==> config.mk <==
export PLATFORM = sky130hd
export DESIGN_NAME = dq_ctrl
export DESIGN_NICKNAME = d
export VERILOG_FILES = /design/src/hw/rtl/dq_pkg.sv /design/src/hw/rtl/dq_ctrl.sv
export SDC_FILE = /design/constraint.sdc
export NUM_CORES = 1
export LEC_CHECK = 0
export BUFFER_PORTS_ARGS = -buffer_cell sky130_fd_sc_hd__buf_2
export CORE_AREA = 2 2 39 41
export DETAILED_ROUTE_END_ITERATION = 12
export DIE_AREA = 0 0 41 43
export MAX_ROUTING_LAYER = met4
export PLACE_DENSITY = 0.43
export SLEW_MARGIN = 20
export SYNTH_ARGS = -nofsm -noshare
export SYNTH_HDL_FRONTEND = slang
export SYNTH_SLANG_ARGS = --single-unit
==> constraint.sdc <==
create_clock -name i_clk -period 0.9 [get_ports i_clk]
set_clock_uncertainty 0.1 [all_clocks]
set_input_delay 0.135 -clock i_clk [delete_from_list [all_inputs] [get_ports i_clk]]
set_output_delay 0.135 -clock i_clk [all_outputs]
set_load 0.005 [all_outputs]
==> src/hw/rtl/dq_pkg.sv <==
// ----------------------------------------------------------------------------
// dq_pkg
// shared types and constants for the double-ended queue
// ----------------------------------------------------------------------------
package dq_pkg;

    // ring depth, kept a power of two so that indices wrap by truncation
    localparam int DEPTH  = 1024;
    localparam int DATA_W = 16;
    localparam int ADDR_W = $clog2(DEPTH);
    localparam int CNT_W  = ADDR_W + 1;

    typedef logic [ADDR_W-1:0] t_addr;
    typedef logic [CNT_W-1:0]  t_count;
    typedef logic [DATA_W-1:0] t_data;

    localparam t_addr  ADDR_ONE  = t_addr'(1);
    localparam t_count CNT_ONE   = t_count'(1);
    localparam t_count CNT_FULL  = t_count'(DEPTH);

    typedef enum logic [1:0] {
        OP_PUSH_FRONT = 2'd0,
        OP_PUSH_BACK  = 2'd1,
        OP_POP_FRONT  = 2'd2,
        OP_POP_BACK   = 2'd3
    } t_dq_op;

    typedef enum logic [1:0] {
        ST_OK    = 2'd0,
        ST_EMPTY = 2'd1,
        ST_FULL  = 2'd2
    } t_dq_status;

    typedef enum logic {
        S_IDLE = 1'b0,
        S_OUT  = 1'b1
    } t_dq_state;

    // controller to datapath
    typedef struct packed {
        logic       load;     // word accepted this cycle
        logic       wr_en;    // push goes ahead
        logic       rd_en;    // pop goes ahead
        t_dq_op     op;
        t_dq_status status;
    } t_dq_cmd;

    // datapath to controller
    typedef struct packed {
        logic empty;
        logic full;
    } t_dq_stat;

endpackage

==> src/hw/rtl/dq_ctrl.sv <==
// ----------------------------------------------------------------------------
// dq_ctrl
// handshake sequencer and operation decode for the queue
// ----------------------------------------------------------------------------
module dq_ctrl
    import dq_pkg::*;
(
    input  logic       i_clk,
    input  logic       i_rst_n,
    input  logic       i_in_valid,
    output logic       o_in_ready,
    input  logic [1:0] i_op,
    output logic       o_out_valid,
    input  logic       i_out_ready,
    input  t_dq_stat   i_stat,
    output t_dq_cmd    o_cmd
);

    t_dq_state r_state;
    t_dq_state n_state;
    t_dq_op    op;

    assign op = t_dq_op'(i_op);

    always_ff @(posedge i_clk) begin
        if (!i_rst_n) begin
            r_state <= S_IDLE;
        end else begin
            r_state <= n_state;
        end
    end

    always_comb begin
        n_state      = r_state;
        o_in_ready   = 1'b0;
        o_out_valid  = 1'b0;
        o_cmd.load   = 1'b0;
        o_cmd.wr_en  = 1'b0;
        o_cmd.rd_en  = 1'b0;
        o_cmd.op     = op;
        o_cmd.status = ST_OK;

        case (op)
            OP_PUSH_FRONT, OP_PUSH_BACK: begin
                if (i_stat.full) begin
                    o_cmd.status = ST_FULL;
                end
            end
            default: begin
                if (i_stat.empty) begin
                    o_cmd.status = ST_EMPTY;
                end
            end
        endcase

        case (r_state)
            S_IDLE: begin
                o_in_ready = 1'b1;
                if (i_in_valid) begin
                    o_cmd.load = 1'b1;
                    if (o_cmd.status == ST_OK) begin
                        o_cmd.wr_en = (op == OP_PUSH_FRONT) || (op == OP_PUSH_BACK);
                        o_cmd.rd_en = (op == OP_POP_FRONT) || (op == OP_POP_BACK);
                    end
                    n_state = S_OUT;
                end
            end
            S_OUT: begin
                o_out_valid = 1'b1;
                if (i_out_ready) begin
                    n_state = S_IDLE;
                end
            end
            default: begin
                n_state = S_IDLE;
            end
        endcase
    end

endmodule

==> flow_metrics.tcl, run 1 <==
set metrics [dict create \
    ys_warn_count 0 \
    synthesis.nets 20 \
    fin_util 0.147 \
    nFillCells 166 \
    grt_start_max_net_pins 6 \
    drt_first_pass_iters 1 \
    grt-ovfl-total 0 \
    period_share 1.08 \
    drt_wl_total_um 314 \
    path_clk_slew_ns 0 \
    cp.required_ns 0.66 \
    die_h_um 43 \
    top_register "r_state" \
    worst_pin_slew_ns 0.127 \
    sequentialPowerShare 0.395 \
    relSlewSlack 0.915 \
    rsz0062_at_grt "true" \
    drc_errors 0 \
    yosysTopAreaCell "dfxtp_1" \
    clkLatencyLatePin_ns 0 \
    syn_to_final_growth_pct 94.0 \
    fin_nets 37 \
    powerDensity_mw_per_mm2 632 \
    drive_above_1_share 0.778 \
    num_antenna_cells 0 \
    p_int_mw 0.0967 \
    gp_congestion 0.549 \
    grt_pass1_wl_um 345 \
    postPlaceCellArea_um2 195 \
    drv_slew 0 \
    maxCapViolCount 0 \
    critPathMaxStageDelay_ns 0.30 \
    crit_family "simple AND/OR/NAND/NOR gates" \
    synth.distinct_cells 10 \
    num_io_pins 17 \
    worstPathArrival_ns 0.74 \
    startpoint_type "register" \
    crit_chain "nand2b_4, nor3b_2, buf_2" \
    setup_ws_ns -0.0707 \
    worst-setup-path-type "register to output port" \
    ys_ff_latch 1 \
    hold_buffers 0 \
    vias 123 \
    worstHoldPathType "input port to output port" \
    wl_per_cell_um 7.30 \
    largest_register_ffs 1 \
    syn_avg_cell_area_um2 8.76 \
    final_common_cell "buf_2" \
    cp-end-kind "output port" \
    p_sw_frac 0.250 \
    ant_nets 0 \
    p_leak_nw 0.112 \
    cp_max_fo 4 \
    track_usage 0.0277 \
    netlist_area_um2 105 \
    grt_pass1_vias 76 \
    ir_drop_mv 0.250 \
    final_area_um2 204 \
    yosysSeqAreaShare 0.190 \
    antenna_found_initial 0 \
    violations "setup timing" \
    setup_viol 3 \
    finalHoldViolCount 0 \
    netlist_instances 12 \
    crit_slowest_cell "dfxtp_2" \
    p_sw_mw 0.0322 \
    finalCriticalPeriod_ns 0.971 \
    reg_top3 "r_state (1)" \
    pre_cts_ws_ns -0.0856 \
    crit_buf_inv 1 \
    drt_iter0_markers 0 \
    comb_power_share 0.605 \
    die_w_um 41 \
    synthTopCellsByArea "dfxtp_1, buf_4, nand2b_4, nor3b_2, nor3_2" \
    fin_tns_setup_ns -0.193 \
    start_util 0.0759 \
    dp_cells 42 \
    final_cell_mix "buf_2, buf_4, inv_1" \
    core-area_mm2 0.00138 \
    dp_hpwl_um 303 \
    clkPwrFrac 0 \
    run_status "finished with violations" \
    viasPerCell 2.86 \
    post-synth-top-area-fraction 0.190 \
    fmax_ghz 1.03 \
    placementRows 14 \
    stdcell_count 43 \
    dieArea_mm2 0.00176 \
    io_buffers 14 \
]
-- timing repair --
item / 4_1_cts / 5_1_grt
resized for setup: 0 / 1
endpoints found under the setup margin: 2 / 2
pin swaps: 0 / 1
setup buffers: 0 / 1
-- cell type report --
type | count | area [µm²] | area share
inverter | 2 | 7.51 | 0.0368
sequential | 1 | 21.3 | 0.104
tap | 16 | 20.0 | 0.0982
multi-input combinational | 7 | 62.6 | 0.307
timing repair buffer | 17 | 92.6 | 0.454
-- worst reg2reg max path, stage by stage, from the launching register on --
cell and delay [ns]:
dfxtp_2 0.30, nand2b_4 0.15, buf_4 0.13, buf_4 0.12
a21boi_1 0.10
-- cell usage after synthesis, drive strengths merged --
master,number
a21boi,1
and2,1
buf,2
dfxtp,1
inv,2
nand2b,2
nor2b,1
nor3,1
nor3b,1
-- cell families (layout without fill, tap and decap cells) --
group / after synthesis / in the layout / share of synthesized area
buffers and inverters: 4 / 19 / 0.214
flip-flops: 1 / 1 / 0.190
AO/OA/AOI/OAI: 1 / 1 / 0.0715
AND/OR/NAND/NOR: 6 / 6 / 0.524
-- per-layer routing --
metal / GRT usage / part of all wire / wire length (µm) / vias up
li1: - / - / - / 65
met1: 0.0667 / 0.61 / 191 / 41
met2: 0.0188 / 0.20 / 62 / 17
met3: 0 / 0.19 / 60 / 0
met4: 0 / 0 / 0 / 0
met5: - / 0 / 0 / -
-- final timing paths --
path | depth (start not counted) | end | startpoint | slack [ns]
setup reg to reg | 4 | r_state | r_state | -0.07
hold / removal | 0 | o_cmd[2] | i_op[0] | 0.17
setup / recovery | 3 | o_cmd[4] | r_state | -0.07
hold reg to reg | 3 | r_state | r_state | 0.49
-- through the flow --
stage / hold WS [ns] / power, mW
final: 0.170 / 0.129
after floorplan: 0.188 / 0.0834
after CTS: 0.170 / 0.125
after detailed placement: 0.170 / 0.125
after global placement: 0.170 / 0.125
after global routing: 0.170 / 0.139
-- power groups by stage --
stage	registers [mW]	clock network, mW	logic (mW)
after CTS	0.0502	0	0.0750
final	0.0509	0	0.0780
after global placement	0.0499	0	0.0746
after global routing	0.0513	0	0.0877
after floorplan	0.0517	0	0.0317
after detailed placement	0.0502	0	0.0749
No activity file was read; power rests on OpenSTA's default activity.
==> run 2: changes to the inputs <==
--- a/config.mk
+++ b/config.mk
@@ -6,11 +6,11 @@
 export NUM_CORES = 1
 export LEC_CHECK = 0
 export BUFFER_PORTS_ARGS = -buffer_cell sky130_fd_sc_hd__buf_2
-export CORE_AREA = 2 2 39 41
+export CORE_AREA = 4 4 41 43
 export DETAILED_ROUTE_END_ITERATION = 12
-export DIE_AREA = 0 0 41 43
+export DIE_AREA = 0 0 45 47
 export MAX_ROUTING_LAYER = met4
-export PLACE_DENSITY = 0.43
+export PLACE_DENSITY = 0.44
 export SLEW_MARGIN = 20
 export SYNTH_ARGS = -nofsm -noshare
 export SYNTH_HDL_FRONTEND = slang
==> constraint.sdc (replaced) <==
create_clock -name i_clk -period 0.8 [get_ports i_clk]
set_clock_uncertainty 0.1 [all_clocks]
set_input_delay 0.12 -clock i_clk [delete_from_list [all_inputs] [get_ports i_clk]]
set_output_delay 0.12 -clock i_clk [all_outputs]
set_load 0.005 [all_outputs]
==> flow_metrics.tcl, run 2 (synthesis results as in run 1) <==
set metrics [dict create \
    core-area_mm2 0.00130 \
    grt_start_max_net_pins 6 \
    fin_total_pwr_mw 0.135 \
    largest_register_ffs 1 \
    path_clk_slew_ns 0 \
    relSlewSlack 0.928 \
    startpoint "r_state" \
    nFillCells 162 \
    fin_nets 35 \
    p_sw_frac 0.261 \
    die_h_um 47 \
    drt_first_pass_iters 1 \
    grt-ovfl-total 0 \
    p_int_mw 0.100 \
    rr_worst_depth 3 \
    placementRows 13 \
    violations "setup timing" \
    drc_errors 0 \
    finalHoldViolCount 0 \
    clkLatencyLatePin_ns 0 \
    worstPathArrival_ns 0.71 \
    dp_hpwl_um 396 \
    timing.rr.start "r_state" \
    finalCriticalPeriod_ns 0.930 \
    num_antenna_cells 0 \
    gp_congestion 0.576 \
    p_sw_mw 0.0353 \
    clkPwrFrac 0 \
    wl_per_cell_um 10.1 \
    powerDensity_mw_per_mm2 722 \
    ant_nets 0 \
    period_share 1.16 \
    drt_wl_total_um 403 \
    drv_slew 0 \
    p_leak_nw 0.103 \
    comb_power_share 0.579 \
    top_register "r_state" \
    cp-endpoint "o_cmd[4]" \
    cp.required_ns 0.58 \
    rsz0062_at_grt "true" \
    regToRegSetupSlack_ns 0.04 \
    ir_drop_mv 0.190 \
    cp_max_fo 4 \
    io_buffers 14 \
    setup_ws_ns -0.130 \
    drt_iter0_markers 0 \
    reg_top3 "r_state (1)" \
    syn_to_final_growth_pct 78.6 \
    run_status "finished with violations" \
    final_cell_mix "buf_2, inv_1" \
    vias 118 \
    setup_viol 3 \
    grt_pass1_vias 117 \
    final_common_cell "buf_2" \
    startpoint_type "register" \
    final_area_um2 188 \
    worst-setup-path-type "register to output port" \
    hold_buffers 0 \
    fmax_ghz 1.07 \
    track_usage 0.0390 \
    worst_pin_slew_ns 0.107 \
    postPlaceCellArea_um2 186 \
    antenna_found_initial 0 \
    die_w_um 45 \
    cp-end-kind "output port" \
    grt_pass1_wl_um 586 \
    dieArea_mm2 0.00212 \
    maxCapViolCount 0 \
    pre_cts_ws_ns -0.135 \
    viasPerCell 2.95 \
    fin_tns_setup_ns -0.231 \
    r2r-end "r_state" \
    start_util 0.0808 \
    worstHoldPathType "input port to output port" \
    drive_above_1_share 0.760 \
    sequentialPowerShare 0.421 \
    post-cts-setup-buffer-count 0 \
    num_io_pins 17 \
]
-- run 2: power groups by stage --
stage               Sequential [mW]  Combinational (mW)  Clock [mW]
finish                       0.0570              0.0785           0
global route                 0.0580              0.0861           0
CTS                          0.0563              0.0802           0
detailed placement           0.0563              0.0801           0
global placement             0.0563              0.0783           0
floorplan                    0.0581              0.0357           0
-- run 2: timing repair --
action | CTS | global route
endpoints found under the setup margin | 3 | 5
gates resized for setup | 0 | 1
gates cloned | 0 | 0
pin swaps | 0 | 1
-- run 2: stage by stage --
step	util	hold slack (ns)	cells
global route	0.144	0.140	40
global placement	0.143	0.140	40
CTS	0.143	0.140	40
detailed placement	0.143	0.140	40
floorplan	-	0.163	12
finish	0.144	0.140	40
-- run 2: worst min path at each step --
stage / start / end / slack [ns] / depth (start not counted)
4_1_cts: i_op[0] / o_cmd[2] / 0.14 / 0
5_1_grt: i_op[0] / o_cmd[2] / 0.14 / 0
6_report: i_op[0] / o_cmd[2] / 0.14 / 0
2_1_floorplan: i_stat[1] / o_cmd[4] / 0.16 / 1
3_3_place_gp: i_op[0] / o_cmd[2] / 0.14 / 0
3_5_place_dp: i_op[0] / o_cmd[2] / 0.14 / 0
-- run 2: routing by layer --
| metal | wire, µm | global-route usage | vias up |
|---|---|---|---|
| li1 | - | - | 61 |
| met1 | 150 | 0.0428 | 46 |
| met2 | 135 | 0.0565 | 11 |
| met3 | 117 | 0.0345 | 0 |
| met4 | 0 | 0 | 0 |
| met5 | 0 | - | - |
-- run 2: final cells by class --
type	instances	area, µm²	share of cell area
timing repair buffer	15	77.6	0.413
multi-input combinational	7	62.6	0.333
sequential	1	21.3	0.113
tap	15	18.8	0.100
inverter	2	7.51	0.0400
-- run 2: critical path, cell delays in order (launching register included) --
cell and delay, ns:
dfxtp_2 0.29, nand2b_4 0.15, nor3b_2 0.14, buf_2 0.12
